[src/uist_pkg.sv]
`timescale 1ns / 1ps
// ----------------------------------------------------------------------------
// uist_pkg
// shared types and constants for the unique id set table
// ----------------------------------------------------------------------------
package uist_pkg;

    localparam int CAPACITY = 16;
    localparam int IDX_W    = (CAPACITY > 1) ? $clog2(CAPACITY) : 1;
    localparam int SLOT_W   = $clog2(CAPACITY + 1);
    localparam int VAL_W    = 64;
    localparam int MODE_W   = 2;

    typedef enum logic [MODE_W-1:0] {
        MODE_FIND   = 2'd0,
        MODE_INSERT = 2'd1,
        MODE_REMOVE = 2'd2
    } t_mode;

    // search request travelling down the row of cells
    typedef struct packed {
        logic              vld;
        t_mode             mode;
        logic [VAL_W-1:0]  value;
        logic [SLOT_W-1:0] hw;       // mark at the time of the request
        logic              hit;
        logic [IDX_W-1:0]  hit_slot;
        logic              zf;       // empty slot seen
        logic [IDX_W-1:0]  zslot;
        logic [SLOT_W-1:0] last_nz;  // one above the highest occupied slot before the hit
    } t_probe;

    // write port shared by all cells
    typedef struct packed {
        logic             en;
        logic [IDX_W-1:0] idx;
        logic [VAL_W-1:0] data;
    } t_wr;

endpackage

[src/unique_id_set_table_unit.sv]
`timescale 1ns / 1ps
// path: a request passes 16 cells, one capture stage and one commit stage
// before its result is valid
// requests: one at a time, paced by the walk through the row of CAPACITY
// cells; the next request is taken once the previous one commits
// reset: synchronous, clears the mark, busy flag and all valid bits; slot
// contents are not cleared, slots at or above the mark are never compared
// ----------------------------------------------------------------------------
// unique_id_set_table_unit
// table of unique 64-bit ids searched by a request walking a row of slot cells
// ----------------------------------------------------------------------------
module unique_id_set_table_unit import uist_pkg::*; (
    input  logic             i_clk,
    input  logic             i_rst_n,
    input  logic             s_axis_tvalid,
    output logic             s_axis_tready,
    input  logic [VAL_W-1:0] s_axis_tdata,   // [63:0] value
    input  logic [MODE_W-1:0] s_axis_tuser,  // [1:0] mode
    output logic             m_axis_tvalid,
    input  logic             m_axis_tready,
    output logic [7:0]       m_axis_tdata    // [4:0] slot, [5] status, [7:6] zero
);

    t_probe            w_probe [0:CAPACITY];
    t_probe            w_head;
    t_wr               w_wr;
    logic              w_accept;
    logic [SLOT_W-1:0] w_hw;
    logic [SLOT_W-1:0] w_slot;
    logic              w_status;
    logic [CAPACITY-1:0] w_cell_vld;

    assign w_accept = s_axis_tvalid && s_axis_tready;

    // fresh request enters the first cell with the current mark
    always_comb begin
        w_head.vld      = w_accept;
        w_head.mode     = t_mode'(s_axis_tuser);
        w_head.value    = s_axis_tdata;
        w_head.hw       = w_hw;
        w_head.hit      = 1'b0;
        w_head.hit_slot = '0;
        w_head.zf       = 1'b0;
        w_head.zslot    = '0;
        w_head.last_nz  = '0;
    end

    assign w_probe[0] = w_head;

    // row of slot cells, each hands the request on to the next every cycle
    for (genvar g = 0; g < CAPACITY; g++) begin : g_cell
        uist_cell u_cell (
            .i_clk   (i_clk),
            .i_rst_n (i_rst_n),
            .i_index (IDX_W'(g)),
            .i_probe (w_probe[g]),
            .i_wr    (w_wr),
            .o_probe (w_probe[g+1])
        );
        assign w_cell_vld[g] = w_probe[g+1].vld;
    end

    // mark keeping, table update and result register
    uist_ctrl u_ctrl (
        .i_clk       (i_clk),
        .i_rst_n     (i_rst_n),
        .i_accept    (w_accept),
        .i_probe     (w_probe[CAPACITY]),
        .i_out_ready (m_axis_tready),
        .o_in_ready  (s_axis_tready),
        .o_hw        (w_hw),
        .o_wr        (w_wr),
        .o_out_vld   (m_axis_tvalid),
        .o_slot      (w_slot),
        .o_status    (w_status)
    );

    assign m_axis_tdata = {2'b00, w_status, w_slot};

`ifndef NO_ASSERTIONS
    // only one request is ever in the row
    a_one_in_row: assert property (@(posedge i_clk) disable iff (!i_rst_n)
        $onehot0(w_cell_vld))
        else $error("more than one request in the cell row");

    // the mark never passes the capacity
    a_hw_range: assert property (@(posedge i_clk) disable iff (!i_rst_n)
        w_hw <= SLOT_W'(CAPACITY))
        else $error("mark beyond capacity");

    // an accepted request blocks the input until it commits
    a_busy_after_accept: assert property (@(posedge i_clk) disable iff (!i_rst_n)
        w_accept |=> !s_axis_tready)
        else $error("input ready while a request is in flight");

    // a no-memory result never names a slot
    a_full_no_slot: assert property (@(posedge i_clk) disable iff (!i_rst_n)
        (m_axis_tvalid && w_status) |-> (w_slot == SLOT_W'(CAPACITY)))
        else $error("no-memory result with a slot");
`endif

endmodule

[src/uist_cell.sv]
`timescale 1ns / 1ps
// ----------------------------------------------------------------------------
// uist_cell
// one table slot: holds an entry and checks a passing request against it
// ----------------------------------------------------------------------------
module uist_cell import uist_pkg::*; (
    input  logic             i_clk,
    input  logic             i_rst_n,
    input  logic [IDX_W-1:0] i_index,
    input  t_probe           i_probe,
    input  t_wr              i_wr,
    output t_probe           o_probe
);

    logic [VAL_W-1:0] r_entry;
    t_probe           r_probe;
    t_probe           n_probe;
    logic             w_below;
    logic             w_eq;
    logic             w_nz;

    always_comb begin
        n_probe = i_probe;
        w_below = {1'b0, i_index} < i_probe.hw;
        w_eq    = r_entry == i_probe.value;
        w_nz    = r_entry != '0;
        // slots at or above the mark are never looked at
        if (i_probe.vld && w_below && !i_probe.hit) begin
            if (w_eq) begin
                n_probe.hit      = 1'b1;
                n_probe.hit_slot = i_index;
            end else begin
                if (!w_nz && !i_probe.zf) begin
                    n_probe.zf    = 1'b1;
                    n_probe.zslot = i_index;
                end
                if (w_nz) begin
                    n_probe.last_nz = SLOT_W'(i_index) + SLOT_W'(1);
                end
            end
        end
    end

    always_ff @(posedge i_clk) begin
        if (!i_rst_n) begin
            r_probe.vld <= 1'b0;
        end else begin
            r_probe.vld <= n_probe.vld;
        end
        r_probe.mode     <= n_probe.mode;
        r_probe.value    <= n_probe.value;
        r_probe.hw       <= n_probe.hw;
        r_probe.hit      <= n_probe.hit;
        r_probe.hit_slot <= n_probe.hit_slot;
        r_probe.zf       <= n_probe.zf;
        r_probe.zslot    <= n_probe.zslot;
        r_probe.last_nz  <= n_probe.last_nz;
    end

    always_ff @(posedge i_clk) begin
        if (i_wr.en && (i_wr.idx == i_index)) begin
            r_entry <= i_wr.data;
        end
    end

    assign o_probe = r_probe;

endmodule

[src/uist_ctrl.sv]
`timescale 1ns / 1ps
// ----------------------------------------------------------------------------
// uist_ctrl
// holds the mark, turns a finished search into a table update and a result
// ----------------------------------------------------------------------------
module uist_ctrl import uist_pkg::*; (
    input  logic              i_clk,
    input  logic              i_rst_n,
    input  logic              i_accept,
    input  t_probe            i_probe,
    input  logic              i_out_ready,
    output logic              o_in_ready,
    output logic [SLOT_W-1:0] o_hw,
    output t_wr               o_wr,
    output logic              o_out_vld,
    output logic [SLOT_W-1:0] o_slot,
    output logic              o_status
);

    t_probe            r_fin;
    logic              r_busy;
    logic [SLOT_W-1:0] r_hw;
    logic              r_out_vld;
    logic [SLOT_W-1:0] r_slot;
    logic              r_status;

    logic              w_commit;
    logic [SLOT_W-1:0] w_place;
    logic [SLOT_W-1:0] n_hw;
    logic [SLOT_W-1:0] n_slot;
    logic              n_status;
    t_wr               n_wr;

    assign w_commit = r_fin.vld && (!r_out_vld || i_out_ready);

    always_comb begin
        n_hw     = r_hw;
        n_slot   = SLOT_W'(CAPACITY);
        n_status = 1'b0;
        n_wr.en   = 1'b0;
        n_wr.idx  = r_fin.hit_slot;
        n_wr.data = r_fin.value;
        w_place  = r_fin.hit ? {1'b0, r_fin.hit_slot} :
                   r_fin.zf  ? {1'b0, r_fin.zslot} : r_hw;
        unique case (r_fin.mode)
            MODE_FIND: begin
                if (r_fin.hit) begin
                    n_slot = {1'b0, r_fin.hit_slot};
                end
            end
            MODE_INSERT: begin
                if (w_place < SLOT_W'(CAPACITY)) begin
                    n_wr.en  = 1'b1;
                    n_wr.idx = w_place[IDX_W-1:0];
                    n_slot   = w_place;
                    if (w_place == r_hw) begin
                        n_hw = r_hw + SLOT_W'(1);
                    end
                end else begin
                    n_status = 1'b1;
                end
            end
            MODE_REMOVE: begin
                if (r_fin.hit) begin
                    n_wr.en   = 1'b1;
                    n_wr.data = '0;
                    n_slot    = {1'b0, r_fin.hit_slot};
                    // top slot freed: drop past the empty run beneath it
                    if ({1'b0, r_fin.hit_slot} + SLOT_W'(1) == r_hw) begin
                        n_hw = r_fin.last_nz;
                    end
                end
            end
            default: begin
                n_slot = SLOT_W'(CAPACITY);
            end
        endcase
        n_wr.en = n_wr.en && w_commit;
    end

    always_ff @(posedge i_clk) begin
        if (!i_rst_n) begin
            r_fin.vld <= 1'b0;
            r_busy    <= 1'b0;
            r_hw      <= '0;
            r_out_vld <= 1'b0;
        end else begin
            if (i_accept) begin
                r_busy <= 1'b1;
            end else if (w_commit) begin
                r_busy <= 1'b0;
            end
            if (w_commit) begin
                r_fin.vld <= 1'b0;
                r_hw      <= n_hw;
                r_out_vld <= 1'b1;
            end else begin
                if (i_probe.vld) begin
                    r_fin.vld <= 1'b1;
                end
                if (r_out_vld && i_out_ready) begin
                    r_out_vld <= 1'b0;
                end
            end
        end
        if (!r_fin.vld && i_probe.vld) begin
            r_fin.mode     <= i_probe.mode;
            r_fin.value    <= i_probe.value;
            r_fin.hw       <= i_probe.hw;
            r_fin.hit      <= i_probe.hit;
            r_fin.hit_slot <= i_probe.hit_slot;
            r_fin.zf       <= i_probe.zf;
            r_fin.zslot    <= i_probe.zslot;
            r_fin.last_nz  <= i_probe.last_nz;
        end
    end

    always_ff @(posedge i_clk) begin
        if (w_commit) begin
            r_slot   <= n_slot;
            r_status <= n_status;
        end
    end

    assign o_in_ready = !r_busy;
    assign o_hw       = r_hw;
    assign o_wr       = n_wr;
    assign o_out_vld  = r_out_vld;
    assign o_slot     = r_slot;
    assign o_status   = r_status;

endmodule

[config.mk]
export PLATFORM = sky130hd
export DESIGN_NAME = unique_id_set_table_unit
export DESIGN_NICKNAME = d
export VERILOG_FILES = /design/src/uist_pkg.sv /design/src/unique_id_set_table_unit.sv /design/src/uist_cell.sv /design/src/uist_ctrl.sv
export SDC_FILE = /design/constraint.sdc
export NUM_CORES = 2
export LEC_CHECK = 0
export BUFFER_PORTS_ARGS = -buffer_cell sky130_fd_sc_hd__buf_2
export CAP_MARGIN = 0
export CORE_AREA = 5 5 357 446
export DETAILED_ROUTE_END_ITERATION = 16
export DIE_AREA = 0 0 362 451
export PLACE_DENSITY = 0.65
export SYNTH_ARGS = -nofsm -noshare
export SYNTH_HDL_FRONTEND = slang
export SYNTH_SLANG_ARGS = --single-unit
[constraint.sdc]
create_clock -name i_clk -period 6 [get_ports i_clk]
set_input_delay 0.6 -clock i_clk [delete_from_list [all_inputs] [get_ports i_clk]]
set_output_delay 0.6 -clock i_clk [all_outputs]
set_load 0.05 [all_outputs]
Word level (Yosys, flattened, before mapping)
Cells that the tools add are included.

Register bits: 2506. Input port bits: 70. Output and inout bits: 10. Logic and storage cells: 472.

Add/sub/neg operators: 2. Magnitude comparators: 17. Equal/unequal tests: 39. Muxes and demuxes: 99. Bitwise operators: 2. Reduce and logical (&&, ||, !) cells: 141.

Operators by type and width (count): $eq A64 B64 Y1 (16); $reduce_bool A64 Y1 (16); $mux W5 (56); $mux W15 (15); $mux W10 (15); $mux W64 (2); $logic_and A1 B1 Y1 (67); $logic_not A1 Y1 (48); $lt A4 B5 Y1 const A (8); $eq A4 B4 Y1 const B (8); $lt A3 B5 Y1 const A (4); $pmux W5 S2 (2); $eq A4 B3 Y1 const B (4); $eq A5 B5 Y1 (2); $lt A1 B5 Y1 const A (2); $lt A2 B5 Y1 const A (2); $eq A4 B2 Y1 const B (2); $ne A2 B1 Y1 const B (4); $mux W1 (7); $reduce_and A6 Y1 (1); $reduce_bool A2 Y1 (3); $reduce_or A2 Y1 (3); $add A4 B1 Y5 const B (1); $add A5 B1 Y5 const B (1); 10 further kinds (11).

Depth between registers and ports, before layout
Depth after elaboration: 7. Gate-level depth with buffers: 9. Depth with buffers taken out: 8.

Hierarchy
Synthesis repeated with hierarchy kept, for this count alone.

Cell total of the unflattened synthesis: 5172. Area, all modules: 82735.6 um^2.

Modules (own cells, without submodules): uist_cell (instances 16, cells an instance 304, area an instance 4914.7 um^2, sequential area each 3663.5 um^2); uist_ctrl (instances 1, cells an instance 302, area an instance 4063.9 um^2, sequential area each 2772.7 um^2); unique_id_set_table_unit (instances 1, cells an instance 6, area an instance 36.3 um^2, sequential area each 0.0 um^2).

Least setup slack after synthesis
No wires, ideal clock.

Path kind: reg-to-reg. From: register u_ctrl.r_fin[9] (netlist name). To: register g_cell[1].u_cell.r_entry[0], enable pin. Library setup time: 0.486 ns. Arrival time: 4.133 ns. Data required time: 5.514 ns. Path slack: 1.381 ns. Cell stages (with the launch flop): 8. Buffers on the path: 1. Cells stage by stage: edfxtp_1 > clkbuf_1 > nand2b_1 > nand3_1 > a21oi_1 > nor2b_1 > nand2_1 > nor2_1.

Cells in the longest elaborated chain, start to end: 7. Elaborated cells on any way between the ends: 9. Classes of those cells: 1 x order compare; 1 x eq/ne; 5 x mux; 2 x reduce/logical.

RTL lines: start, declared (line uist_ctrl.sv:20) `t_probe r_fin;`; $mux W5 (*) (line uist_ctrl.sv:44) `r_fin.zf ? {1'b0, r_fin.zslot} : r_hw;`; $mux W5 (*) (line uist_ctrl.sv:43) `w_place = r_fin.hit ? {1'b0, r_fin.hit_slot} :`; $lt A5 B5 Y1 (line uist_ctrl.sv:52) `if (w_place < SLOT_W'(CAPACITY)) begin`; $mux W5 (*) (line uist_ctrl.sv:52); $mux W4 or $pmux W1 S2 (tied branches) (line uist_ctrl.sv:45) `unique case (r_fin.mode)`; $eq A4 B1 Y1 or $logic_and A1 B1 Y1 (tied branches) (line uist_cell.sv:61, uist_ctrl.sv:78); $logic_and A1 B1 Y1 (*) (line uist_cell.sv:61) `if (i_wr.en && (i_wr.idx == i_index)) begin`; end signal, assigned (line uist_cell.sv:62) `r_entry <= i_wr.data;`; end, declared (line uist_cell.sv:15) `logic [VAL_W-1:0] r_entry;`.

Every way passes the cells marked *; elsewhere a longest branch is shown, timed or not. A chain may end at the register's enable or synchronous reset.

==> summary.txt <==
Place
  • GPL Wtd Cong: 1.22
  • Port Buffer Count: 77
  • Placed inst area: 79,900 sq um
  • Dpl hpwl: 187,000 um

Yosys
  • Most common library cells after synthesis: dfxtp_1, edfxtp_1, xnor2_1
  • Syn avg cell area: 16.3 sq um
  • Post-synth top area share: 43.5%
  • Seq cells post-synth: 2,446
  • Synth area leader: edfxtp_1
  • Yosys warning count: 0
  • Predominant post-synthesis flop cell: dfxtp_1
  • Mapped Area: 76,600 sq um
  • Seq/Total Area, Yosys: 78.4%
  • EDFF count, synth: 1,111
  • Dominant cells by area after synthesis: edfxtp_1, dfxtp_1, xnor2_1, nor4_1, nand4_1
  • Ys async rst share: 0%
  • Mapped Cells: 4,687
  • Top-count cell post-synth: dfxtp_1
  • Yosys cell types: 65

STA
  • Setup violators final: 0
  • Fmax: 266 MHz
  • Slew HR: 17.1%
  • Period utilisation layout: 62.7%
  • Worst slew pin tran: 1.23 ns
  • Max Clock Skew: 0.0479 ns
  • Final min period: 3.76 ns
  • Final number of hold-violating endpoints: 0
  • TNS Setup: 0 ns
  • WHS: 0.135 ns
  • Slew Limit Fails: 0
  • Unrepaired setup endpoints after global routing: false

Setup path
  • CP max stage delay: 0.94 ns
  • CP arrival: 4.49 ns
  • Critical path's slowest cell: nor4_1
  • Crit end category: register
  • CP bufs+invs: 0
  • Worst EP required: 6.72 ns
  • Largest fanout on the critical path: 4
  • Kind of critical path: register to register
  • CP top delay family: simple AND/OR/NAND/NOR gates
  • Startpoint Class: register
  • Worst-path cell chain: xnor2_1, nand4_1, nor4_1, nand4_1, or2_2, and2_1
  • CP most frequent cell: nand4_1

Global routing
  • Grt ovf: 0
  • Global Route Usage Sum: 28.4%
  • Vias in the first global route: 39,400
  • First-pass GRT wire length: 314,000 um
  • Initial antenna violation count: 0
  • Largest net degree at the start of global routing: 65

Drt
  • Drt pass-1 iters: 5
  • Vias per cell: 5.13
  • Drt wl/cell: 31.7 um
  • WL final: 231,000 um
  • Via count: 37,400
  • DR DRC count: 0
  • DRT antenna net count: 0
  • 1st-iter DRT viols: 2,245

Die
  • IO Count: 80
  • # rows: 161
  • Die Y: 451 um
  • Die W: 362 um
  • Starting density of the core: 49.7%
  • Core area: 154,000 sq um
  • Die ar.: 163,000 sq um

Clock network
  • Setup Fix Bufs, Post-CTS: 0
  • Reg clk slew, reported paths: 0.06 ns
  • CTS tree: yes
  • Post-CTS sizing: 0
  • Maximum buffer depth of the clock tree: 3
  • Cts bufs inserted: 218
  • Clock sink count: 2,446
  • Hold_buf cts: 66
  • Clock Latency Late Sink: 0.86 ns
  • Root Driver: clkbuf_16
  • H-tree depth: 4

Hold path
  • HP Class: primary input to register

Final layout
  • Share of layout cells above drive strength 1: 10.3%
  • Post-layout util: 57.1%
  • Post-route cell area: 88,100 sq um
  • Area delta synth->final: 14.9%
  • Final nets: 5,138

Run
  • MaxCap Viol Count: 0

Power and ir drop
  • Leak: 0.0299 uW
  • Total power: 33,000 uW
  • Worst vdd ir: 0.348 mV
  • Pwr dens: 375 nW/um^2

Run status
  • Outcome: complete, no violations
-- state kept, by name, indices dropped and copies added, names as in the netlist --
name                   flops
u_ctrl.o_hw                5
u_ctrl.r_busy              1
u_ctrl.r_fin              82
u_ctrl.o_out_vld           1
g_cell.u_cell.o_probe   1327
u_ctrl.o_status            1
u_ctrl.o_slot              5
g_cell.u_cell.r_entry   1024
-- worst min-delay path, cell delays in order --
cell	delay, ns
buf_2	0.07
nand2b_1	0.16
a21oi_1	0.09
-- metal layers --
| layer | up-vias | GRT usage (%) | routed length (um) |
|---|---|---|---|
| met5 | - | 0 | 0 |
| met4 | 0 | 30.4 | 30900 |
| met3 | 577 | 3.80 | 6290 |
| met2 | 968 | 51.3 | 121000 |
| met1 | 18100 | 26.0 | 73000 |
| li1 | 17800 | - | - |
-- through the flow --
step                cells  setup WS [ns]
finish               7292           2.24
global route         7290           2.25
CTS                  7290           2.42
detailed placement   6813           2.36
global placement     6813           2.40
floorplan            4688           1.38
-- cell families (layout without fill, tap and decap cells) --
logic type / Yosys count / count (layout) / share of synthesized area [%]
AO/OA/AOI/OAI: 85 / 85 / 0.771
XOR/XNOR: 1030 / 1030 / 11.8
adder cells (fa/ha/maj): 6 / 6 / 0.0980
buffers and inverters: 45 / 610 / 0.269
flip-flops: 2446 / 2446 / 78.4
multiplexers: 5 / 5 / 0.0653
other: 1 / 4 / 0.00489
AND/OR/NAND/NOR: 1069 / 1069 / 8.58
-- layout by cell type, fill, tap and decap left out, drive strengths merged, types with 29 or more instances in the layout --
cell type / instances
dfxtp: 1335
edfxtp: 1111
xnor2: 933
nor4: 356
nand4: 319
clkbuf: 304
and2: 113
buf: 111
xor2: 97
nand2b: 70
dlygate4sd3: 66
clkinv: 61
nor2: 49
or2: 35
inv: 32
nor2b: 31
nand2: 29
-- final timing paths --
kind                                                    start                             to  slack, ns  cells past startpoint
worst max-delay path             g_cell[4].u_cell.r_entry[23]   g_cell[4].u_cell.o_probe[11]       2.24                      6
worst min-delay path                            m_axis_tready               u_ctrl.o_out_vld       0.13                      3
worst max register to register   g_cell[4].u_cell.r_entry[23]   g_cell[4].u_cell.o_probe[11]       2.24                      6
worst min register to register  g_cell[11].u_cell.o_probe[85]  g_cell[12].u_cell.o_probe[85]       0.32                      0
-- area by class of cell --
class,instances,area (sq um)
diodes,2,5.00
fillers,12000,66000
well taps,2037,2550
multi-input cells,2197,16500
flip-flops and latches,2446,60100
inverters,22,82.6
clock buffers,304,6190
repair buffers,177,1300
clock inverters,107,1310
-- report_power, final --
| part | internal, uW | switching, uW | total [uW] |
|---|---|---|---|
| Combinational | 289 | 522 | 811 |
| Sequential | 17700 | 284 | 18000 |
| Clock | 8270 | 5960 | 14200 |
| Total | 26200 | 6770 | 33000 |
Power figures use the tool's default switching activity.
